===== config.mk =====
export PLATFORM = sky130hd
export DESIGN_NAME = sstfc_cell
export DESIGN_NICKNAME = d
export VERILOG_FILES = /design/src/rtl/sstfc_pkg.sv /design/src/rtl/sstfc_cell.sv
export SDC_FILE = /design/constraint.sdc
export NUM_CORES = 1
export LEC_CHECK = 0
export ABC_AREA = 1
export BUFFER_PORTS_ARGS = -buffer_cell sky130_fd_sc_hd__buf_4
export CORE_MARGIN = 2
export CORE_UTILIZATION = 46
export DETAILED_ROUTE_END_ITERATION = 10
export HOLD_SLACK_MARGIN = 0.12
export PLACE_DENSITY = 0.82
export SYNTH_ARGS = -nofsm -noshare
export SYNTH_HDL_FRONTEND = slang
export SYNTH_SLANG_ARGS = --single-unit

===== constraint.sdc =====
create_clock -name clock -period 3.4 [get_ports clock]
set_input_delay 0 -clock clock [delete_from_list [all_inputs] [get_ports clock]]
set_output_delay 0 -clock clock [all_outputs]
set_load 0.005 [all_outputs]

===== src/rtl/sstfc_pkg.sv =====
// ----------------------------------------------------------------------------
// sstfc_pkg
// shared types, codes and elaboration helpers of the sorted symbol table
// ----------------------------------------------------------------------------
package sstfc_pkg;

   localparam int DEFAULT_TABLE_DEPTH = 256;

   // fan-in of each registered level of the match reduction tree
   localparam int TREE_RADIX_LOG = 4;
   localparam int TREE_RADIX     = 1 << TREE_RADIX_LOG;

   localparam int SYM_W   = 8;
   localparam int FREQ_W  = 31;
   localparam int CODE_W  = 8;
   localparam int CLEN_W  = 4;
   localparam int ECNT_W  = 9;

   typedef enum logic [1:0] {
      OP_INSERT    = 2'd0,
      OP_REMOVE    = 2'd1,
      OP_RECOMPUTE = 2'd2,
      OP_LOOKUP    = 2'd3
   } op_type;

   typedef enum logic [1:0] {
      STATUS_OK      = 2'd0,
      STATUS_FULL    = 2'd1,
      STATUS_MISSING = 2'd2
   } status_type;

   typedef enum logic [1:0] {
      S_IDLE,
      S_SCAN,
      S_EXEC
   } state_type;

   typedef enum logic [1:0] {
      CMD_NONE,
      CMD_INSERT,
      CMD_REMOVE,
      CMD_RECOMPUTE
   } cmd_kind_type;

   typedef struct packed {
      logic [SYM_W-1:0]  sym;
      logic [FREQ_W-1:0] freq;
      logic [CODE_W-1:0] code;
      logic [CLEN_W-1:0] len;
      logic              valid;
   } entry_type;

   // broadcast from the controller to every cell
   typedef struct packed {
      cmd_kind_type      kind;
      logic [SYM_W-1:0]  sym;
      logic [FREQ_W-1:0] freq;
      logic [CLEN_W-1:0] len;
   } cmd_type;

   // contribution of one cell to the lookup / remove search
   typedef struct packed {
      logic              hit;
      logic              valid;
      logic [CLEN_W-1:0] len;
      logic [CODE_W-1:0] code;
   } match_type;

   // number of nodes on tree level lvl (level 0 is the leaves)
   function automatic int tree_size(int n, int lvl);
      int s;
      s = n;
      for (int i = 0; i < 8; i++) begin
         if (i < lvl) begin
            s = (s + TREE_RADIX - 1) >> TREE_RADIX_LOG;
         end
      end
      return s;
   endfunction

   // number of registered levels needed to reduce n leaves to one node
   function automatic int tree_levels(int n);
      int s;
      int lv;
      s  = n;
      lv = 0;
      for (int i = 0; i < 8; i++) begin
         if (s > 1) begin
            s  = (s + TREE_RADIX - 1) >> TREE_RADIX_LOG;
            lv = lv + 1;
         end
      end
      return lv;
   endfunction

endpackage


===== src/rtl/sstfc_cell.sv =====
// ----------------------------------------------------------------------------
// sstfc_cell
// one table slot: holds an entry, compares it with the search key and
// shifts from its left or right neighbor on insert and remove
// ----------------------------------------------------------------------------
module sstfc_cell
   import sstfc_pkg::*;
#(
   parameter int INDEX = 0,
   parameter int CNT_W = 9
) (
   input  logic             clock,
   input  cmd_type          cmd,
   input  logic [CNT_W-1:0] count,
   input  entry_type        left_entry,
   input  entry_type        right_entry,
   input  logic             left_gt,
   input  logic             left_match,
   output entry_type        entry_out,
   output logic             gt_out,
   output logic             match_out,
   output match_type        leaf_out
);

   localparam logic [CODE_W-1:0] MY_CODE = CODE_W'(INDEX & ((1 << CODE_W) - 1));

   entry_type entry_ff;
   entry_type entry_in;
   logic      occupied;
   logic      ge;

   assign occupied = CNT_W'(INDEX) < count;

   // empty slots act as an infinitely large key
   assign gt_out = !occupied || (entry_ff.sym > cmd.sym) ||
                   ((entry_ff.sym == cmd.sym) && (entry_ff.freq > cmd.freq));
   assign ge        = !occupied || (entry_ff.sym >= cmd.sym);
   assign match_out = occupied && (entry_ff.sym == cmd.sym);

   always_comb begin
      leaf_out = '0;
      if (match_out && !left_match) begin
         leaf_out.hit   = 1'b1;
         leaf_out.valid = entry_ff.valid;
         leaf_out.len   = entry_ff.len;
         leaf_out.code  = entry_ff.code;
      end
   end

   always_comb begin
      entry_in = entry_ff;
      case (cmd.kind)
         CMD_INSERT: begin
            if (gt_out && !left_gt) begin
               entry_in.sym   = cmd.sym;
               entry_in.freq  = cmd.freq;
               entry_in.code  = '0;
               entry_in.len   = '0;
               entry_in.valid = 1'b0;
            end else if (gt_out) begin
               entry_in = left_entry;
            end
         end
         CMD_REMOVE: begin
            if (ge) begin
               entry_in = right_entry;
            end
         end
         CMD_RECOMPUTE: begin
            if (occupied) begin
               entry_in.code  = MY_CODE;
               entry_in.len   = cmd.len;
               entry_in.valid = 1'b1;
            end
         end
         default: begin
            entry_in = entry_ff;
         end
      endcase
   end

   always_ff @(posedge clock) begin
      entry_ff <= entry_in;
   end

   assign entry_out = entry_ff;

endmodule


==> results of run 1 <==
through the flow:
stage / util (%) / std cells
after floorplan: - / 604
after global placement: 66.2 / 923
after detailed placement: 66.2 / 923
after CTS: 78.8 / 1034
after global routing: 78.9 / 1034
final: 78.9 / 1034
worst max path at each step:
stage	to	slack (ns)	start	cells after the start
floorplan	entry_out[13]	0.77	entry_out[27]	13
global placement	entry_out[32]	0.53	entry_out[19]	14
detailed placement	entry_out[32]	0.49	entry_out[19]	11
CTS	entry_out[45]	0.20	entry_out[19]	13
global route	entry_out[34]	0.07	entry_out[19]	13
finish	entry_out[2]	0.27	entry_out[33]	13
logic make-up (layout without fill, tap and decap cells):
| kind of cell | count (synthesis) | after routing | share of synthesized area (%) |
|---|---|---|---|
| and+or+nand+nor | 341 | 341 | 33.9 |
| buffers and inverters | 146 | 465 | 14.0 |
| adders and majority gates | 42 | 42 | 12.3 |
| AOI/OAI and AO/OA | 23 | 23 | 3.17 |
| DFF | 52 | 52 | 36.6 |
layer usage:
| layer | track usage [%] | up-vias |
|---|---|---|
| met3 | 6.20 | 54 |
| met5 | 0 | - |
| met4 | 13.9 | 0 |
| li1 | - | 2538 |
| met1 | 34.1 | 2436 |
| met2 | 58.2 | 295 |
final cells by class:
type	count	area [sq um]
clock buffers	5	68.8
fillers	604	1920
inverters	120	450
clock inverters	3	46.3
multi-input cells	406	2120
well taps	111	139
repair buffers	337	2800
flip-flops and latches	52	1560
worst max-delay path: cells and delay by family, from the launching register on:
kind / cells / cell delay [ns]
buffers and inverters: 1 / 0.58
AND/OR/NAND/NOR: 11 / 1.58
adder cells (fa/ha/maj): 1 / 0.31
flip-flops: 1 / 0.41
where the power goes:
| group | total (mW) | internal (mW) | switching (mW) | leakage [nW] |
|---|---|---|---|---|
| Sequential | 0.850 | 0.808 | 0.0421 | 0.501 |
| Combinational | 0.916 | 0.483 | 0.432 | 3.40 |
| Clock | 0.445 | 0.222 | 0.223 | 0.0548 |
| Total | 2.21 | 1.51 | 0.697 | 3.96 |
what timing repair did:
item,in CTS,in global routing
endpoints found under the hold margin,52,0
resized for setup,0,2
hold buffers,103,0
endpoints found under the setup margin,0,45
cells in the final DEF, fill, tap and decap left out, types with 2 or more instances in the layout:
cell | synthesis | routed
ha_1 | 42 | 41
nand3_1 | 100 | 100
clkbuf_8 | 0 | 5
inv_1 | 119 | 118
nand4_1 | 3 | 3
edfxtp_1 | 52 | 52
o21ai_0 | 2 | 2
clkinv_1 | 1 | 2
buf_4 | 4 | 232
nor3_1 | 2 | 2
a21oi_1 | 15 | 15
nand2_1 | 199 | 199
a21o_1 | 2 | 2
dlygate4sd3_1 | 0 | 103
nor2_1 | 31 | 31
==> results.md, run 1 <==
* Antenna-violating nets left at 0
* IO Pins at 229
* Fmax at 319 MHz
* CP most frequent cell: nand2_1
* Mapped Area at about 0.0043 sq mm
* Seq/Total Area, Yosys at between 30% and 40%
* Final period util at slightly above 90%
* Number of buffers created by CTS at 5
* Net Count, Synth at 807
* Drt via density at a little over 5
* Post-Route WL at 16000 um
* Mapped Cells at a little over 600
* Fin area at 0.00719 sq mm
* Share of layout cells above drive strength 1 at between 20% and 30%
* ANT cells at 0
* Yosys cell types at 25
* CTS tree: done
* Clock sinks at 52
* Async SR Flop Fraction at 0%
* WL met2 at 8360 um
* Total GRT Usage at between 30% and 40%
* Critical Path End Type: flip-flop
* DRC at 0
* Die ar. at slightly above 0.01 sq mm
* Largest net degree at the start of global routing at 53
* Core Rows at 35
* Die Y at between 100 and 150 um
* Final worst slack at ~0.27 ns
* Clk buf depth at 2
* Setup TNS at 0 ns
* TritonRoute pass-1 iters at 5
* Via count at around 5.3k
* Status: complete, no violations
* Slew margin rel. at 37.4%
* Start of the worst register-to-register path: entry_out[33]
* Design Power at roughly 2.2 mW
* Clock latency on the worst-skew pair at around 0.31 ns
* CP Data Arrival Time at 3.20 ns
* Crit-path max cell delay at between 0.5 and 0.6 ns
* Ys flop type: edfxtp_1
* Slew Limit Fails at 0
* Lkg Pwr at 3.96 nW
* Placement Setup Slack at ~0.49 ns
* CTS clock-pin slew for the worst setup and hold paths at between 0.1 and 0.15 ns
* First-pass GRT wire length at 24800 um
* Avg Cell Area, Syn at 7.07 sq um
* DP Area at between 0.006 and 0.007 sq mm
* Worst endpoint required time at 3.46 ns
* Hold Path Cell Cnt at 5
* Total grt overflow at 0
* Final setup violation count at 0
* Peak VDD IR at approximately 0.21 mV
* Port buffer count at between 200 and 250
* Core area at slightly above 0.009 sq mm
* RSZ-0062 raised after global routing: no
* Hold Crit Endpoint: entry_out[30]
* Maxcap violations at 0
* Commonest cells in the netlist: 199 x nand2_1, 119 x inv_1, 100 x nand3_1
* Crit path kind: flip-flop to flip-flop
* Max reg flops at 52
* Fin nets at about 1.1k
* RD Place Congestion at 0.875
* Max H-tree Level at 2
* Starting Density at a little under half
* Crit-path slowest cell: dlygate4sd3_1
* Setup Skew at between 0.007 and 0.008 ns
* Wl on met1 at between 5000 and 6000 um
* Tmin final at about 3.1 ns
* Die width at between 100 and 150 um
* Ranking of synthesized cells by area: edfxtp_1 37%, nand2_1 17%, ha_1 12%
* 1st-iter DRT viols at ~220
* R2R Path End: entry_out[2]
* Pwr Density at 307 mW/mm^2
* Top-area cell type share of the netlist area at a little over a third
* Root buffer cell: clkbuf_8
* Synth warn at 0
* Hold path startpoint: left_entry[30]
* Uppermost layer routed: met4
* Most frequent cell after synthesis: nand2_1
* WL met3 at between 1000 and 1500 um
* Area growth syn-to-layout at 68.4%
* CP Cell Sequence: ha_1 > nand2_1 > nor2_1 > nand2_1 > nor3_2 > nand2_1 > nand2_1 > nand2_2 > nand2_4 > nand2_8 > nand3_1 > nand3_1 > dlygate4sd3_1
* Largest area contributor in the netlist: edfxtp_1
* Hold_ws at between 0.1 and 0.15 ns
* Initial antenna violation count at 0
* Actual slew at the worst max-slew pin at roughly 0.94 ns
* CP Max Fanout at 52
* R2r setup slk at between 0.2 and 0.3 ns
* EDFF count, synth at 52
* Post-DP HPWL at around 11000 um
* Setup repair bufs after CTS at 0
* Crit start category: flip-flop
* Final Hold Viols at 0
* R2R depth at 13
* Synthesis-stage register bit count at 52
* Worst min path class: input pin to flip-flop
* Routed WL per cell at roughly 16 um
* Vias in the first global route at between 5k and 6k
(Power assumes the default switching activity.)
==> inputs of run 2 (changes only) <==
Settings changed: CAP_MARGIN set to 0, CORE_MARGIN 2 to 8.
Clock period 3.4 ns to 3.22 ns, I/O delays scaled along.
==> results.md, run 2 (synthesized netlist as in run 1, its figures left out) <==
* CP Max Fanout at 25 (-52%)
* Area growth syn-to-layout at 68.8%
* Clock sinks at 52 (unchanged)
* Critical Path End Type: flip-flop
* DRC at 0 (unchanged)
* Total GRT Usage at 27.3% (-4.0 points)
* Initial antenna violation count at 0 (unchanged)
* Max reg flops at 52 (unchanged)
* Worst min path class: input pin to output port
* Final Hold Viols at 0 (unchanged)
* RSZ-0062 raised after global routing: no
* Post-DP HPWL at 11900 um (+12%)
* ANT cells at 0 (unchanged)
* Final period util at 93.8% (+1.7 points)
* Placement Setup Slack at 0.606 ns (+0.118 ns)
* RD Place Congestion at 0.886 (+1.2%)
* Core Rows at 35 (unchanged)
* First-pass GRT wire length at 27700 um (+12%)
* IO Pins at 229 (unchanged)
* Via count at 5494 (+3.2%)
* Most common cell after layout, fill and taps aside: buf_4
* Port buffer count at 228 (unchanged)
* Register Area at 0.00156 sq mm (unchanged)
* Die Y at 112 um (+12%)
* Fillers at 593 (-1.8%)
* Antenna-violating nets left at 0 (unchanged)
* Maxcap violations at 0 (unchanged)
* Design Power at 2.36 mW (+6.9%)
* Core area at 0.00911 sq mm (unchanged)
* Setup Skew at 0.0117 ns (+0.00415 ns)
* TritonRoute pass-1 iters at 6 (+1)
* Drt via density at 5.30 (+3.0%)
* WL met2 at 9300 um (+11%)
* Root buffer cell: clkbuf_8
* Lkg Pwr at 3.97 nW (+0.26%)
* Setup TNS at 0 ns (unchanged)
* Largest net degree at the start of global routing at 53 (unchanged)
* Die width at 112 um (+12%)
* CTS clock-pin slew for the worst setup and hold paths at 0.11 ns (about the same)
* Fin nets at 1127 (+0.18%)
* 1st-iter DRT viols at 392 (+75%)
* Uppermost layer routed: met4
* Share of layout cells above drive strength 1 at 27.1% (+0.050 points)
* Starting Density at 46.9% (unchanged)
* Clock latency on the worst-skew pair at 0.32 ns (about the same)
* Die ar. at 0.0126 sq mm (+25%)
* Total grt overflow at 0 (unchanged)
* Fmax at 331 MHz (+3.6%)
* WL met3 at 1680 um (+22%)
* Actual slew at the worst max-slew pin at 0.950 ns (+0.0134 ns)
* Crit start category: flip-flop
* Slew margin rel. at 36.6% (-0.73 points)
* Routed WL per cell at 17.7 um (+14%)
* Final worst slack at 0.199 ns (-0.0702 ns)
* Crit path kind: flip-flop to flip-flop
* Post-Route WL at 18300 um (+14%)
* CTS tree: done
* Max H-tree Level at 2 (unchanged)
* Number of buffers created by CTS at 5 (unchanged)
* Area of the multi-input gates at 0.00214 sq mm (+0.94%)
* Core Util, Final at 79.1% (+0.19 points)
* Wl on met1 at 6350 um (+10%)
* Tmin final at 3.02 ns (-0.110 ns)
* Final setup violation count at 0 (unchanged)
* Commonest non-fill, non-tap cells in the layout: 233 x buf_4, 199 x nand2_1, 118 x inv_1, 104 x dlygate4sd3_1, 100 x nand3_1
* Clk buf depth at 2 (unchanged)
* CP Data Arrival Time at 3.09 ns (-0.11 ns)
* Vias in the first global route at 5637 (+3.8%)
* Pwr Density at 328 mW/mm^2 (+6.7%)
* Peak VDD IR at 0.223 mV (+6.7%)
* Slew Limit Fails at 0 (unchanged)
* Worst endpoint required time at 3.29 ns (-0.17 ns)
* Status: complete, no violations
## run 2: cell count changes in the layout (fill, tap and decap cells not counted)
| cell | previous run | this run |
|---|---|---|
| clkinv_2 | 0 | 1 |
| dlygate4sd3_1 | 103 | 104 |
| inv_6 | 1 | 0 |
| nand2_8 | 1 | 2 |
| buf_6 | 1 | 0 |
| buf_8 | 0 | 1 |
| buf_4 | 232 | 233 |
| buf_12 | 1 | 0 |
## run 2: worst paths after layout
check | start | end | slack (ns) | depth (start not counted)
setup reg to reg | entry_out[37] | entry_out[34] | 0.20 | 14
hold reg to reg | entry_out[51] | entry_out[45] | 1.43 | 7
hold / removal | left_match | leaf_out[13] | 0.26 | 3
setup / recovery | entry_out[37] | entry_out[34] | 0.20 | 14
## run 2: worst max-delay path, cell delays in order (launching register included)
cell and delay, ns:
edfxtp_1 0.45, ha_1 0.33, nand2_1 0.06, nor2_1 0.16, nand2_1 0.11, nor3_2 0.13, nand2_1 0.08, nand2_1 0.07
nand2_2 0.09, nand2_8 0.18, buf_8 0.23, nand3_1 0.11, nand3_1 0.15, nand2_1 0.05, dlygate4sd3_1 0.56
## run 2: metrics by stage
| step | area, sq um | cells | hold WS [ns] |
|---|---|---|---|
| 6_report | 7210 | 1036 | 0.259 |
| 5_1_grt | 7210 | 1036 | 0.267 |
| 4_1_cts | 7170 | 1035 | 0.259 |
| 3_3_place_gp | 6020 | 923 | 0.254 |
| 2_1_floorplan | 4270 | 604 | 0.0444 |
| 3_5_place_dp | 6020 | 923 | 0.258 |
## run 2: final cells by class
class	instances	share of cell area (%)
sequential	52	21.7
clock buffer	5	0.955
multi-input combinational	407	29.7
tap	111	1.93
inverter	120	6.25
timing repair buffer	338	38.9
clock inverter	3	0.590
## run 2: routing by layer
| layer | global-route usage, % | up-vias |
|---|---|---|
| met4 | 15.7 | 0 |
| met5 | 0 | - |
| met1 | 28.1 | 2492 |
| met2 | 49.8 | 379 |
| met3 | 6.28 | 86 |
| li1 | - | 2537 |
## run 2: what timing repair did
item / 4_1_cts / 5_1_grt
setup buffers: 0 / 0
endpoints found under the hold margin: 52 / 0
resized for setup: 0 / 4
hold buffers: 104 / 0
endpoints found under the setup margin: 0 / 52
## run 2: where the power goes
group / switching (mW) / total, mW / internal (mW)
combinational: 0.467 / 0.982 / 0.515
sequential: 0.0496 / 0.902 / 0.853
clock: 0.248 / 0.479 / 0.231
total: 0.765 / 2.36 / 1.60
