File: config.mk
export PLATFORM = sky130hd
export DESIGN_NAME = sstfc_ctrl
export DESIGN_NICKNAME = d
export VERILOG_FILES = /design/src/rtl/sstfc_pkg.sv /design/src/rtl/sstfc_ctrl.sv
export SDC_FILE = /design/constraint.sdc
export NUM_CORES = 1
export LEC_CHECK = 0
export ABC_AREA = 0
export CORE_MARGIN = 5
export CORE_UTILIZATION = 62
export DETAILED_ROUTE_END_ITERATION = 8
export DONT_BUFFER_PORTS = 1
export PLACE_DENSITY_LB_ADDON = 0.12
export SLEW_MARGIN = 20
export SYNTH_ARGS = -nofsm -noshare
export SYNTH_HDL_FRONTEND = slang
export SYNTH_SLANG_ARGS = --single-unit
File: constraint.sdc
create_clock -name clock -period 2.4 [get_ports clock]
set_input_delay 0 -clock clock [delete_from_list [all_inputs] [get_ports clock]]
set_output_delay 0 -clock clock [all_outputs]
set_load 0.01 [all_outputs]
File: src/rtl/sstfc_pkg.sv
// ----------------------------------------------------------------------------
// sstfc_pkg
// shared types, codes and elaboration helpers of the sorted symbol table
// ----------------------------------------------------------------------------
package sstfc_pkg;

   localparam int DEFAULT_TABLE_DEPTH = 256;

   // fan-in of each registered level of the match reduction tree
   localparam int TREE_RADIX_LOG = 4;
   localparam int TREE_RADIX     = 1 << TREE_RADIX_LOG;

   localparam int SYM_W   = 8;
   localparam int FREQ_W  = 31;
   localparam int CODE_W  = 8;
   localparam int CLEN_W  = 4;
   localparam int ECNT_W  = 9;

   typedef enum logic [1:0] {
      OP_INSERT    = 2'd0,
      OP_REMOVE    = 2'd1,
      OP_RECOMPUTE = 2'd2,
      OP_LOOKUP    = 2'd3
   } op_type;

   typedef enum logic [1:0] {
      STATUS_OK      = 2'd0,
      STATUS_FULL    = 2'd1,
      STATUS_MISSING = 2'd2
   } status_type;

   typedef enum logic [1:0] {
      S_IDLE,
      S_SCAN,
      S_EXEC
   } state_type;

   typedef enum logic [1:0] {
      CMD_NONE,
      CMD_INSERT,
      CMD_REMOVE,
      CMD_RECOMPUTE
   } cmd_kind_type;

   typedef struct packed {
      logic [SYM_W-1:0]  sym;
      logic [FREQ_W-1:0] freq;
      logic [CODE_W-1:0] code;
      logic [CLEN_W-1:0] len;
      logic              valid;
   } entry_type;

   // broadcast from the controller to every cell
   typedef struct packed {
      cmd_kind_type      kind;
      logic [SYM_W-1:0]  sym;
      logic [FREQ_W-1:0] freq;
      logic [CLEN_W-1:0] len;
   } cmd_type;

   // contribution of one cell to the lookup / remove search
   typedef struct packed {
      logic              hit;
      logic              valid;
      logic [CLEN_W-1:0] len;
      logic [CODE_W-1:0] code;
   } match_type;

   // number of nodes on tree level lvl (level 0 is the leaves)
   function automatic int tree_size(int n, int lvl);
      int s;
      s = n;
      for (int i = 0; i < 8; i++) begin
         if (i < lvl) begin
            s = (s + TREE_RADIX - 1) >> TREE_RADIX_LOG;
         end
      end
      return s;
   endfunction

   // number of registered levels needed to reduce n leaves to one node
   function automatic int tree_levels(int n);
      int s;
      int lv;
      s  = n;
      lv = 0;
      for (int i = 0; i < 8; i++) begin
         if (s > 1) begin
            s  = (s + TREE_RADIX - 1) >> TREE_RADIX_LOG;
            lv = lv + 1;
         end
      end
      return lv;
   endfunction

endpackage

File: src/rtl/sstfc_ctrl.sv
// ----------------------------------------------------------------------------
// sstfc_ctrl
// request sequencer: holds the entry count, waits for the match tree,
// issues the cell command and registers the result
// ----------------------------------------------------------------------------
module sstfc_ctrl
   import sstfc_pkg::*;
#(
   parameter int TABLE_DEPTH = DEFAULT_TABLE_DEPTH,
   parameter int CNT_W       = 9,
   parameter int LEVELS      = 2
) (
   input  logic             clock,
   input  logic             reset,
   input  logic             req_tvalid,
   output logic             req_tready,
   input  op_type           req_op,
   input  logic [SYM_W-1:0] req_sym,
   input  logic [FREQ_W-1:0] req_freq,
   output logic             rsp_tvalid,
   input  logic             rsp_tready,
   output status_type       rsp_status,
   output logic [CODE_W-1:0] rsp_code,
   output logic [CLEN_W-1:0] rsp_len,
   output logic             rsp_has_code,
   output logic [ECNT_W-1:0] rsp_count,
   output cmd_type          cmd,
   output logic [CNT_W-1:0] count,
   input  match_type        tree_res
);

   localparam int SCAN_W = (LEVELS > 1) ? $clog2(LEVELS) : 1;

   state_type         state_ff, state_in;
   logic [SCAN_W-1:0] scan_ff, scan_in;
   op_type            op_ff;
   logic [SYM_W-1:0]  sym_ff;
   logic [FREQ_W-1:0] freq_ff;
   logic [CNT_W-1:0]  count_ff, count_in;
   logic              rsp_valid_ff, rsp_valid_in;
   status_type        status_ff, status_in;
   logic [CODE_W-1:0] code_ff, code_in;
   logic [CLEN_W-1:0] len_ff, len_in;
   logic              has_ff, has_in;
   logic              accept;
   logic              exec_go;
   cmd_kind_type      kind;
   logic [CLEN_W-1:0] width;
   logic [CNT_W+ECNT_W-1:0] count_wide;

   // ceil(log2(count)), zero for zero or one entry
   function automatic logic [CLEN_W-1:0] code_width(logic [CNT_W-1:0] n);
      logic [CNT_W-1:0]  m;
      logic [CLEN_W-1:0] w;
      m = n - CNT_W'(1);
      w = '0;
      for (int i = 0; i < CNT_W; i++) begin
         if (m[i]) begin
            w = CLEN_W'(i + 1);
         end
      end
      if (n <= CNT_W'(1)) begin
         w = '0;
      end
      return w;
   endfunction

   assign accept  = req_tvalid && req_tready;
   assign exec_go = (state_ff == S_EXEC) && (!rsp_valid_ff || rsp_tready);
   assign width   = code_width(count_ff);

   // next state
   always_comb begin
      state_in = state_ff;
      scan_in  = scan_ff;
      case (state_ff)
         S_IDLE: begin
            if (accept) begin
               if (req_op == OP_INSERT || req_op == OP_RECOMPUTE) begin
                  state_in = S_EXEC;
               end else begin
                  state_in = S_SCAN;
                  scan_in  = SCAN_W'(LEVELS - 1);
               end
            end
         end
         S_SCAN: begin
            if (scan_ff == '0) begin
               state_in = S_EXEC;
            end else begin
               scan_in = scan_ff - SCAN_W'(1);
            end
         end
         S_EXEC: begin
            if (exec_go) begin
               state_in = S_IDLE;
            end
         end
         default: begin
            state_in = S_IDLE;
         end
      endcase
   end

   // outputs
   always_comb begin
      req_tready = (state_ff == S_IDLE);
      kind       = CMD_NONE;
      count_in   = count_ff;
      status_in  = status_ff;
      code_in    = code_ff;
      len_in     = len_ff;
      has_in     = has_ff;
      rsp_valid_in = rsp_valid_ff && !rsp_tready;
      case (state_ff)
         S_EXEC: begin
            if (exec_go) begin
               rsp_valid_in = 1'b1;
               status_in    = STATUS_OK;
               code_in      = '0;
               len_in       = '0;
               has_in       = 1'b0;
               case (op_ff)
                  OP_INSERT: begin
                     if (count_ff >= CNT_W'(TABLE_DEPTH)) begin
                        status_in = STATUS_FULL;
                     end else begin
                        kind     = CMD_INSERT;
                        count_in = count_ff + CNT_W'(1);
                     end
                  end
                  OP_REMOVE: begin
                     if (tree_res.hit) begin
                        kind     = CMD_REMOVE;
                        count_in = count_ff - CNT_W'(1);
                     end else begin
                        status_in = STATUS_MISSING;
                     end
                  end
                  OP_RECOMPUTE: begin
                     kind = CMD_RECOMPUTE;
                  end
                  OP_LOOKUP: begin
                     if (!tree_res.hit) begin
                        status_in = STATUS_MISSING;
                     end else if (tree_res.valid) begin
                        code_in = tree_res.code;
                        len_in  = tree_res.len;
                        has_in  = 1'b1;
                     end
                  end
                  default: begin
                     kind = CMD_NONE;
                  end
               endcase
            end
         end
         default: begin
            kind = CMD_NONE;
         end
      endcase
   end

   always_ff @(posedge clock) begin
      if (reset) begin
         state_ff     <= S_IDLE;
         scan_ff      <= '0;
         count_ff     <= '0;
         rsp_valid_ff <= 1'b0;
      end else begin
         state_ff     <= state_in;
         scan_ff      <= scan_in;
         count_ff     <= count_in;
         rsp_valid_ff <= rsp_valid_in;
      end
   end

   always_ff @(posedge clock) begin
      if (accept) begin
         op_ff   <= req_op;
         sym_ff  <= req_sym;
         freq_ff <= req_freq;
      end
      status_ff <= status_in;
      code_ff   <= code_in;
      len_ff    <= len_in;
      has_ff    <= has_in;
   end

   assign cmd.kind = kind;
   assign cmd.sym  = sym_ff;
   assign cmd.freq = freq_ff;
   assign cmd.len  = width;
   assign count    = count_ff;

   assign count_wide   = {{ECNT_W{1'b0}}, count_ff};
   assign rsp_tvalid   = rsp_valid_ff;
   assign rsp_status   = status_ff;
   assign rsp_code     = code_ff;
   assign rsp_len      = len_ff;
   assign rsp_has_code = has_ff;
   assign rsp_count    = count_wide[ECNT_W-1:0];

endmodule

==> results of run 1 <==
-- sequential cells by signal, indices dropped and copies added (netlist names) --
register and cells:
rsp_tvalid 1, rsp_has_code 1, sym_ff 8, rsp_code 8, rsp_len 4, freq_ff 31, count 9, state_ff 2
scan_ff 1, op_ff 2, rsp_status 2
-- power by group through the flow --
| stage | sequential, W | clock, W | combinational (W) |
|---|---|---|---|
| 5_1_grt | 0.00145 | 0.00103 | 0.000283 |
| 3_3_place_gp | 0.00147 | 0 | 0.000160 |
| 6_report | 0.00145 | 0.000976 | 0.000264 |
| 2_1_floorplan | 0.00146 | 0 | 0.000133 |
| 4_1_cts | 0.00144 | 0.000931 | 0.000249 |
| 3_5_place_dp | 0.00147 | 0 | 0.000168 |
-- metal layers --
metal	part of all wire (%)	vias to the layer above
met5	0	-
met4	3.9	0
met3	9.2	28
met2	52	174
met1	35	1104
li1	-	1018
-- layout make-up --
cell class / instances / area, µm² / share of cell area [%]
clock inverters: 7 / 73.8 / 1.90
clock buffers: 9 / 124 / 3.19
inverters: 5 / 18.8 / 0.483
multi-input cells: 153 / 941 / 24.2
well taps: 67 / 83.8 / 2.16
flip-flops and latches: 69 / 1940 / 50.0
repair buffers: 72 / 698 / 18.0
-- cells in the mapped netlist, drive strengths merged, types with 2 or more instances --
master	instances
nor2b	7
and4b	2
dfxtp	13
and2	13
xnor2	9
a21boi	2
inv	5
nand4	2
nor3	8
a22oi	2
nor2	28
or3	3
nand3	4
ha	4
clkbuf	10
nor4	5
o21ai	5
a221oi	2
a21oi	14
or2	3
o21bai	2
nand2	15
o32ai	2
edfxtp	56
buf	16
a211oi	3
-- cell families (layout without fill, tap and decap cells) --
kind of cell / after synthesis / count (layout)
multiplexers: 1 / 1
XOR/XNOR: 10 / 10
AO/OA/AOI/OAI: 40 / 40
buffers and inverters: 31 / 93
AND/OR/NAND/NOR: 98 / 98
adder cells (fa/ha/maj): 4 / 4
flip-flops: 69 / 69
-- per-stage QoR --
stage                     cells  setup slack, ns  util, %  instance area, µm²
after global placement      308            0.541     65.1                3090
after floorplan             253            0.191        -                3050
after global routing        382          0.00299     81.7                3880
final                       382            0.132     81.7                3880
after CTS                   382            0.148     81.4                3870
after detailed placement    308            0.474     65.1                3090
-- timing repair --
| action | 4_1_cts | 5_1_grt |
|---|---|---|
| endpoints found under the hold margin | 67 | 0 |
| endpoints found under the setup margin | 0 | 1 |
| hold buffers | 58 | 0 |
| gates resized for setup | 0 | 2 |
-- final timing paths --
check | start | endpoint | slack (ns) | cells past startpoint
min reg2reg | scan_ff | scan_ff | 0.56 | 2
max | count[2] | cmd[0] | 0.13 | 5
min | req_tvalid | state_ff[1] | 0.02 | 4
max reg2reg | op_ff[0] | count[8] | 0.43 | 4
-- worst max-delay path, cell delays in order, from the launching register on --
cell and delay (ns):
dfxtp_1 0.44, or4_1 0.72, mux2i_1 0.20, o221ai_1 0.12
a211oi_1 0.27, buf_4 0.18
==> key figures, run 1 <==
Status
  – Run status: finished clean

Global routing
  – Global-route wire length before repair: 13,200 µm
  – Vias in the first global route: 2,340
  – Overall global routing resource usage: 28.6%
  – GR Layer Usage met2: 51.4%
  – Remaining global-route overflow: 0
  – Gr busiest metal: met2
  – GR Util met3: 8.97%
  – Global routing usage on met1: 29.6%
  – Initial antenna violation count: 0
  – Largest net degree at the start of global routing: 24

Die
  – Die width: 80.2 µm
  – Die Y: 80.2 µm
  – Row count: 25
  – Initial Util: 64.2%
  – Core area: 4750 µm²
  – Num ports: 139
  – Die area: 6430 µm²

Power
  – Pwr/cell area: 693 nW/µm²
  – Clock Power Share: 36.3%
  – Switching Share: 26.1%
  – Sw power: 0.000703 W
  – Power Internal: 0.00199 W
  – Pwr Total: 0.00269 W
  – Flop pwr share: 53.9%
  – Pleak: 1.38 nW
  – Max rail drop VDD: 0.465 mV
  – Combinational share of power: 9.8%

Min path
  – Worst min-delay path category: input pin to register

Synthesis
  – Synth Area in Adders: 1.64%
  – Syn Inst Count: 253
  – Ys Warns: 0
  – Synth Area in XOR/XNOR: 2.87%
  – Top cells by area, synth: edfxtp_1 (55%), dfxtp_1 (8.5%), nor2_1 (3.4%)
  – Register area share after synthesis: 63.6%
  – Average cell area after synthesis: 12.1 µm²
  – Most used flip-flop cell after synthesis: edfxtp_1
  – Mux cell area share after synthesis: 0.328%
  – Synthesized Nets: 316
  – Seq cells post-synth: 69
  – Largest family of logic cells by synthesized area: simple AND/OR/NAND/NOR gates
  – Post-synth EDFFs: 56
  – Number of distinct library cells after synthesis: 50
  – Largest area contributor in the netlist: edfxtp_1
  – Compound-gate portion of the synthesized area: 8.73%
  – Synth Cell Area: 3050 µm²
  – Yosys top cell area share: 55.1%
  – FFs w/ async S/R, synth: 0%
  – Simple-gate area share of the yosys netlist: 16.9%

Timing
  – Setup_tns: 0 ns
  – Max Clk Rate: 441 MHz
  – Hold Vio Cnt, Final: 0
  – Slew HR: 53.4%
  – Final min period: 2.27 ns
  – Max-slew violation count: 0
  – Max Clock Skew: 0.00918 ns
  – Hold WS: 0.0199 ns
  – RSZ-0062 raised after global routing: no
  – Setup violators final: 0
  – Worst-margin pin slew: 0.698 ns
  – Period utilisation layout: 94.5%

Worst setup path
  – Crit-path max FO: 11
  – Crit Path Category: register to output port
  – Required time worst endpoint: 2.40 ns
  – Critical Path End Type: output port
  – Arr. time, crit path: 2.27 ns
  – Startpoint class of the critical path: register

Cells and area
  – Commonest non-fill, non-tap cell in the layout: dlygate4sd3_1
  – ANT cells: 0
  – Filler cells: 275
  – Synthesis-to-finish area growth: 27.2%
  – Commonest cells after routing, fill and taps aside: dlygate4sd3_1 (58), edfxtp_1 (56), nor2_1 (27)
  – Proportion of layout cells with a drive suffix above 1: 11.4%
  – Nets: 373

Placement
  – Input/output buffers: 0
  – Dpl hpwl: 4810 µm
  – Placer Congestion: 0.951

Route
  – Avg WL per Cell: 23.9 µm
  – Avg Vias per Cell: 6.08
  – Iter 0 DRT Violations: 209
  – DR vias: 2,324
  – DRC Markers: 0
  – Pre-Repair DR Iteration Count: 5
  – Post-route ant nets: 0
  – Total Wirelength: 9120 µm

Clock network
  – Clock-pin slew on the worst setup and hold paths: 0.08 ns
  – Clk buf depth: 2
  – Clock buffer count from CTS: 9
  – Clk_lat worst skew: 0.34 ns
  – H-tree depth: 3
  – CTS tree: yes
  – Buffer type at the clock tree root: clkbuf_8
  – # Post-CTS Setup Buffers: 0
  – Total clock sinks: 69

Job
  – Max-Cap Viols: 0
Note: power is estimated with default switching activity, not from simulation.
==> inputs of run 2 (changes only) <==
--- a/config.mk
+++ b/config.mk
@@ -8,9 +8,10 @@
 export ABC_AREA = 0
 export CORE_MARGIN = 5
 export CORE_UTILIZATION = 62
+export CTS_CLUSTER_DIAMETER = 200
 export DETAILED_ROUTE_END_ITERATION = 8
 export DONT_BUFFER_PORTS = 1
-export PLACE_DENSITY_LB_ADDON = 0.12
+export PLACE_DENSITY_LB_ADDON = 0.25
 export SLEW_MARGIN = 20
 export SYNTH_ARGS = -nofsm -noshare
 export SYNTH_HDL_FRONTEND = slang
==> constraint.sdc (replaced) <==
create_clock -name clock -period 2.4 [get_ports clock]
set_input_delay 0.24 -clock clock [delete_from_list [all_inputs] [get_ports clock]]
set_output_delay 0.24 -clock clock [all_outputs]
set_load 0.01 [all_outputs]
==> run 2 against run 1 <==
  * Wire length down 12%
  * Sequential cell count unchanged
  * Critical path depth up 2
  * Worst hold slack better by 0.079 ns
  * Via count down 4.8%
  * Maximum frequency down 1.4%
  * Combinational power down 6%
  * Core utilization up 0.47 points
  * Sequential share of layout area about the same
  * Register-to-register slack about the same
  * Critical path type unchanged
==> key figures, run 2 (same netlist as run 1, synthesis figures left out) <==
Global routing
  – Overall global routing resource usage: 25.2% (-3.4 points)
  – Largest net degree at the start of global routing: 22 (-8.3%)
  – Remaining global-route overflow: 0 (unchanged)
  – Initial antenna violation count: 0 (unchanged)
  – Vias in the first global route: 2,111 (-9.8%)
  – Global-route wire length before repair: 11,800 µm (-11%)

Worst setup path
  – Crit-path slowest cell: or4_4
  – Critical path cell sequence: buf_6, or4_4, and4b_1, a21oi_2, o32ai_2, a21boi_2, buf_4
  – Arr. time, crit path: 2.06 ns (-0.21 ns)
  – Crit-path max FO: 11 (unchanged)
  – Crit Path Category: register to output port
  – Slowest stage delay, CP: 0.49 ns (-0.23 ns)
  – Startpoint class of the critical path: register
  – Critical Path End Type: output port
  – Required time worst endpoint: 2.16 ns (-0.24 ns)

Clock network
  – Total clock sinks: 69 (unchanged)
  – H-tree depth: 3 (unchanged)
  – Buffer type at the clock tree root: clkbuf_8
  – Clk buf depth: 2 (unchanged)
  – Clock-pin slew on the worst setup and hold paths: 0.07 ns (about the same)
  – Clock buffer count from CTS: 9 (unchanged)
  – Clk_lat worst skew: 0.34 ns (about the same)
  – CTS tree: yes

Cells and area
  – Footprint of the multi-input gates: 1030 µm² (+10%)
  – Nets: 364 (-2.4%)
  – Register area: 1950 µm² (+0.52%)
  – Synthesis-to-finish area growth: 27.9%
  – Filler cells: 277 (+0.73%)
  – Proportion of layout cells with a drive suffix above 1: 19.6% (+8.2 points)
  – Max reg flops: 31 (unchanged)
  – Commonest cells after routing, fill and taps aside: edfxtp_1 (56), dlygate4sd3_1 (42), nor2_1 (27)
  – Finished Cell Area: 3910 µm² (+0.58%)
  – Post-Layout Cell Count: 373 (-2.4%)
  – Commonest non-fill, non-tap cell in the layout: edfxtp_1
  – ANT cells: 0 (unchanged)
  – Biggest register: freq_ff

Timing
  – Max Clock Skew: 0.0107 ns (+0.00149 ns)
  – Final min period: 2.30 ns (+0.0327 ns)
  – Worst-margin pin slew: 1.08 ns (+0.384 ns)
  – Max-slew violation count: 0 (unchanged)
  – Hold Vio Cnt, Final: 0 (unchanged)
  – Period utilisation layout: 95.8% (+1.4 points)
  – Setup violators final: 0 (unchanged)
  – Max Clk Rate: 435 MHz (-1.4%)
  – Setup WS post-layout: 0.0997 ns (-0.0327 ns)
  – Slew HR: 27.6% (-26 points)

Die
  – Die area: 6430 µm² (unchanged)
  – Die width: 80.2 µm (unchanged)
  – Num ports: 139 (unchanged)
  – Row count: 25 (unchanged)
  – Core area: 4750 µm² (unchanged)
  – Initial Util: 64.2% (unchanged)
  – Die Y: 80.2 µm (unchanged)

Route
  – Total Wirelength: 8000 µm (-12%)
  – Pre-Repair DR Iteration Count: 4 (-1)
  – Avg Vias per Cell: 5.93 (-2.5%)
  – Iter 0 DRT Violations: 189 (-9.6%)
  – Avg WL per Cell: 21.5 µm (-10%)
  – DR vias: 2,213 (-4.8%)
  – DRC Markers: 0 (unchanged)
  – Post-route ant nets: 0 (unchanged)

Placement
  – Placed cells: 312 (+1.3%)
  – Placer Congestion: 0.837 (-12%)
  – Dpl hpwl: 4590 µm (-4.7%)
  – Input/output buffers: 0 (unchanged)
  – Placed Area: 3120 µm² (+0.73%)
  – Place WS: 0.274 ns (-0.201 ns)

Job
  – Max-Cap Viols: 0 (unchanged)

Status
  – Run status: finished clean

Power
  – Pwr/cell area: 727 nW/µm² (+4.9%)
  – Max rail drop VDD: 0.465 mV (-0.13%)
  – Pleak: 1.39 nW (+0.91%)

Min path
  – Worst min-delay path category: input pin to register
-- run 2: metrics by stage --
| step | TNS, ns | hold slack [ns] | total power [W] | util (%) |
|---|---|---|---|---|
| 2_1_floorplan | 0 | 0.313 | 0.00159 | - |
| 3_3_place_gp | 0 | 0.313 | 0.00163 | 65.6 |
| 3_5_place_dp | 0 | 0.314 | 0.00163 | 65.6 |
| 4_1_cts | 0 | 0.0946 | 0.00280 | 80.0 |
| 5_1_grt | -0.00325 | 0.0843 | 0.00293 | 82.1 |
| 6_report | 0 | 0.0992 | 0.00284 | 82.1 |
-- run 2: worst paths after layout --
check / start / to / slack (ns) / cells past startpoint
max: count[1] / cmd[1] / 0.1 / 7
min: tree_res[10] / rsp_len[2] / 0.1 / 1
max reg2reg: count[8] / count[8] / 0.42 / 4
min reg2reg: count[1] / count[1] / 0.53 / 2
-- run 2: power by group --
group	switching (W)	internal (W)	total, W
Combinational	0.000129	0.000118	0.000248
Sequential	0.0000719	0.00137	0.00145
Clock	0.000451	0.000693	0.00114
-- run 2: area by class of cell --
cell class	instances	share of cell area [%]
inverters	5	0.481
clock buffers	10	3.27
well taps	67	2.15
clock inverters	6	2.88
flip-flops and latches	69	50.0
repair buffers	62	14.7
multi-input cells	154	26.5
-- run 2: routing by layer --
metal	vias up	routed length, µm	track usage, %
met3	6	740	8.18
met1	1059	2810	27.4
met5	-	0	0
li1	1004	-	-
met2	144	4390	46.2
met4	0	69	7.60
-- run 2: timing repair --
item / in CTS / in global routing
endpoints found under the hold margin: 54 / 0
pin swaps: 0 / 4
hold buffers: 42 / 0
gates cloned: 1 / 0
resized for setup: 5 / 21
buffers inserted: 0 / 2
endpoints found under the setup margin: 4 / 3
-- run 2: critical path: cells and delay by family (launching register included) --
kind            cells  cell delay [ns]
compound gates      3             0.37
buf+inv             2             0.28
flops               1             0.33
simple gates        2             0.73
==> inputs of run 3 (changes only) <==
--- a/config.mk
+++ b/config.mk
@@ -6,11 +6,11 @@
 export NUM_CORES = 1
 export LEC_CHECK = 0
 export ABC_AREA = 0
-export CORE_MARGIN = 5
-export CORE_UTILIZATION = 62
+export CORE_UTILIZATION = 67
 export CTS_CLUSTER_DIAMETER = 200
 export DETAILED_ROUTE_END_ITERATION = 8
 export DONT_BUFFER_PORTS = 1
+export HOLD_SLACK_MARGIN = 0.06
 export PLACE_DENSITY_LB_ADDON = 0.25
 export SLEW_MARGIN = 20
 export SYNTH_ARGS = -nofsm -noshare
==> constraint.sdc (replaced) <==
create_clock -name clock -period 2.83 [get_ports clock]
set_input_delay 0.283 -clock clock [delete_from_list [all_inputs] [get_ports clock]]
set_output_delay 0.283 -clock clock [all_outputs]
set_load 0.01 [all_outputs]
==> run 3 against run 2 <==
  * Worst hold slack better by 0.049 ns
  * Sequential cell count stayed put
  * Sequential share of layout area increased by 3.6 points
  * Wire length shrank 16%
  * Combinational power shrank 26%
  * Via count fell by 4.8%
  * Clock skew decreased by 0.00087 ns
  * Clock-buffer cell count is 1 lower
  * Critical path depth rose by 2
  * First-iteration DRC count fell by 34%
  * Register-to-register slack better by 0.30 ns
  * Power is 23% lower
  * Largest power group unchanged
==> key figures, run 3 (same netlist as run 1, synthesis figures left out) <==
Status
  – Run status: finished clean

Job
  – Max-Cap Viols: 0 (unchanged)

Min path
  – Hold path depth: 1 (unchanged)
  – WHS Endpoint: rsp_status[1]
  – Hold path startpoint: tree_res[13]
  – Worst min-delay path category: input pin to register

Cells and area
  – Proportion of layout cells with a drive suffix above 1: 8.93% (-11 points)
  – Nets: 350 (-3.8%)
  – Commonest non-fill, non-tap cell in the layout: edfxtp_1
  – Max reg flops: 31 (unchanged)
  – Filler cells: 235 (-15%)
  – Synthesis-to-finish area growth: 18.7%
  – Finished Cell Area: 3620 µm² (-7.2%)
  – ANT cells: 0 (unchanged)
  – Biggest register: freq_ff
  – Final Util: 83.2% (+1.1 points)
  – Commonest cells after routing, fill and taps aside: edfxtp_1 (56), dlygate4sd3_1 (42), nor2_1 (28)

Timing
  – Final min period: 2.76 ns
  – Hold Vio Cnt, Final: 0 (unchanged)
  – Max-slew violation count: 0 (unchanged)
  – Setup WS post-layout: 0.0744 ns (-0.0253 ns)
  – Max Clock Skew: 0.00980 ns (-0.000868 ns)
  – Max Clk Rate: 363 MHz
  – Period utilisation layout: 97.4%
  – Worst-margin pin slew: 1.05 ns (-0.0322 ns)
  – Setup violators final: 0 (unchanged)
  – Slew HR: 29.7% (+2.2 points)

Worst setup path
  – Reg2reg path depth: 5 (+1)
  – Crit-path slowest cell: dfxtp_1
  – Slowest stage delay, CP: 0.33 ns (-0.16 ns)
  – Reg-to-reg setup timing slack: 0.72 ns (+0.30 ns)
  – Crit-path max FO: 9 (-2)
  – Start of the worst register-to-register path: count[8]
  – Critical Path End Type: output port
  – Required time worst endpoint: 2.55 ns (+0.39 ns)
  – Cell mode on critical path: buf_4
  – Crit Path Category: register to output port
  – Arr. time, crit path: 2.47 ns (+0.41 ns)
  – Critical path cell sequence: inv_1, ha_1, nor3b_4, buf_4, a31o_2, a221oi_1, nor2_1, a211oi_1, buf_4
  – Worst reg2reg endpoint: count[7]
  – Startpoint class of the critical path: register

Die
  – Core area: 4350 µm² (-8.4%)
  – Die area: 4830 µm² (-25%)
  – Die Y: 69.5 µm (-13%)
  – Row count: 24 (-4.0%)
  – Initial Util: 70.1% (+5.9 points)
  – Num ports: 139 (unchanged)
  – Die width: 69.5 µm (-13%)

Global routing
  – Vias in the first global route: 2,003 (-5.1%)
  – Largest net degree at the start of global routing: 42 (+91%)
  – Initial antenna violation count: 0 (unchanged)
  – Remaining global-route overflow: 0 (unchanged)
  – Overall global routing resource usage: 29.1% (+3.9 points)
  – Global-route wire length before repair: 10,300 µm (-12%)

Route
  – Pre-Repair DR Iteration Count: 5 (+1)
  – Total Wirelength: 6690 µm (-16%)
  – Iter 0 DRT Violations: 124 (-34%)
  – DRC Markers: 0 (unchanged)
  – Avg WL per Cell: 19.5 µm (-9.1%)
  – DR vias: 2,107 (-4.8%)
  – Avg Vias per Cell: 6.14 (+3.5%)
  – Post-route ant nets: 0 (unchanged)

Placement
  – Place WS: 0.506 ns (+0.233 ns)
  – Dpl hpwl: 3630 µm (-21%)
  – Input/output buffers: 0 (unchanged)
  – Placer Congestion: 0.879 (+5.0%)
  – Placed Area: 3000 µm² (-3.7%)

Clock network
  – Clock buffer count from CTS: 9 (unchanged)
  – Clk buf depth: 2 (unchanged)
  – H-tree depth: 3 (unchanged)
  – Clock-pin slew on the worst setup and hold paths: 0.07 ns (about the same)
  – Buffer type at the clock tree root: clkbuf_8
  – CTS tree: yes
  – Clk_lat worst skew: 0.34 ns (about the same)
  – Total clock sinks: 69 (unchanged)

Power
  – Pleak: 1.26 nW (-9.1%)
  – Pwr Total: 0.00219 W (-23%)
  – Pwr/cell area: 604 nW/µm² (-17%)
  – Max rail drop VDD: 0.416 mV (-11%)
[run 3: per-stage QoR]
stage	hold WS [ns]	setup TNS, ns	std cells
final	0.148	0	343
after global placement	0.356	0	285
after floorplan	0.356	0	253
after CTS	0.138	0	342
after global routing	0.126	-0.0924	343
after detailed placement	0.357	0	285
[run 3: worst max path at each step]
stage          startpoint      to  slack (ns)  cells after the start
5_1_grt          count[0]  cmd[0]       -0.09                      9
3_5_place_dp     count[0]  cmd[2]        0.51                      7
6_report         count[0]  cmd[0]        0.07                      9
3_3_place_gp     count[3]  cmd[2]        0.56                      5
2_1_floorplan    count[0]  cmd[0]        0.34                      9
4_1_cts          count[0]  cmd[2]        0.12                      7
[run 3: where the power goes]
| part | switching, W | internal, W | leakage (nW) |
|---|---|---|---|
| Clock | 0.000378 | 0.000402 | 0.0915 |
| Combinational | 0.0000985 | 0.0000853 | 0.541 |
| Sequential | 0.0000581 | 0.00117 | 0.628 |
[run 3: layout make-up]
type	count	area (µm²)	area share, %
inverters	5	18.8	0.518
well taps	52	65.1	1.79
multi-input cells	153	938	25.9
repair buffers	49	473	13.0
clock inverters	6	63.8	1.76
clock buffers	9	124	3.42
flip-flops and latches	69	1940	53.6
[run 3: routing by layer]
metal / GRT usage, % / wire (µm) / vias to the layer above
met5: 0 / 0 / -
met4: 13.2 / 126 / 0
met3: 8.72 / 577 / 13
met2: 50.9 / 3630 / 118
met1: 32.5 / 2360 / 1007
li1: - / - / 969
[run 3: worst max-delay path: cells and delay by family, from the launching register on]
| kind | cells | cell delay, ns |
|---|---|---|
| DFF | 1 | 0.33 |
| buffers and inverters | 3 | 0.42 |
| and+or+nand+nor | 2 | 0.31 |
| AOI/OAI and AO/OA | 3 | 0.77 |
| adders and majority gates | 1 | 0.32 |
[run 3: timing repair]
action                     CTS  global route
resized for setup            0             1
hold endpoints to repair    54             0
setup buffers                0             1
hold buffers                42             0
setup endpoints to repair    0             3
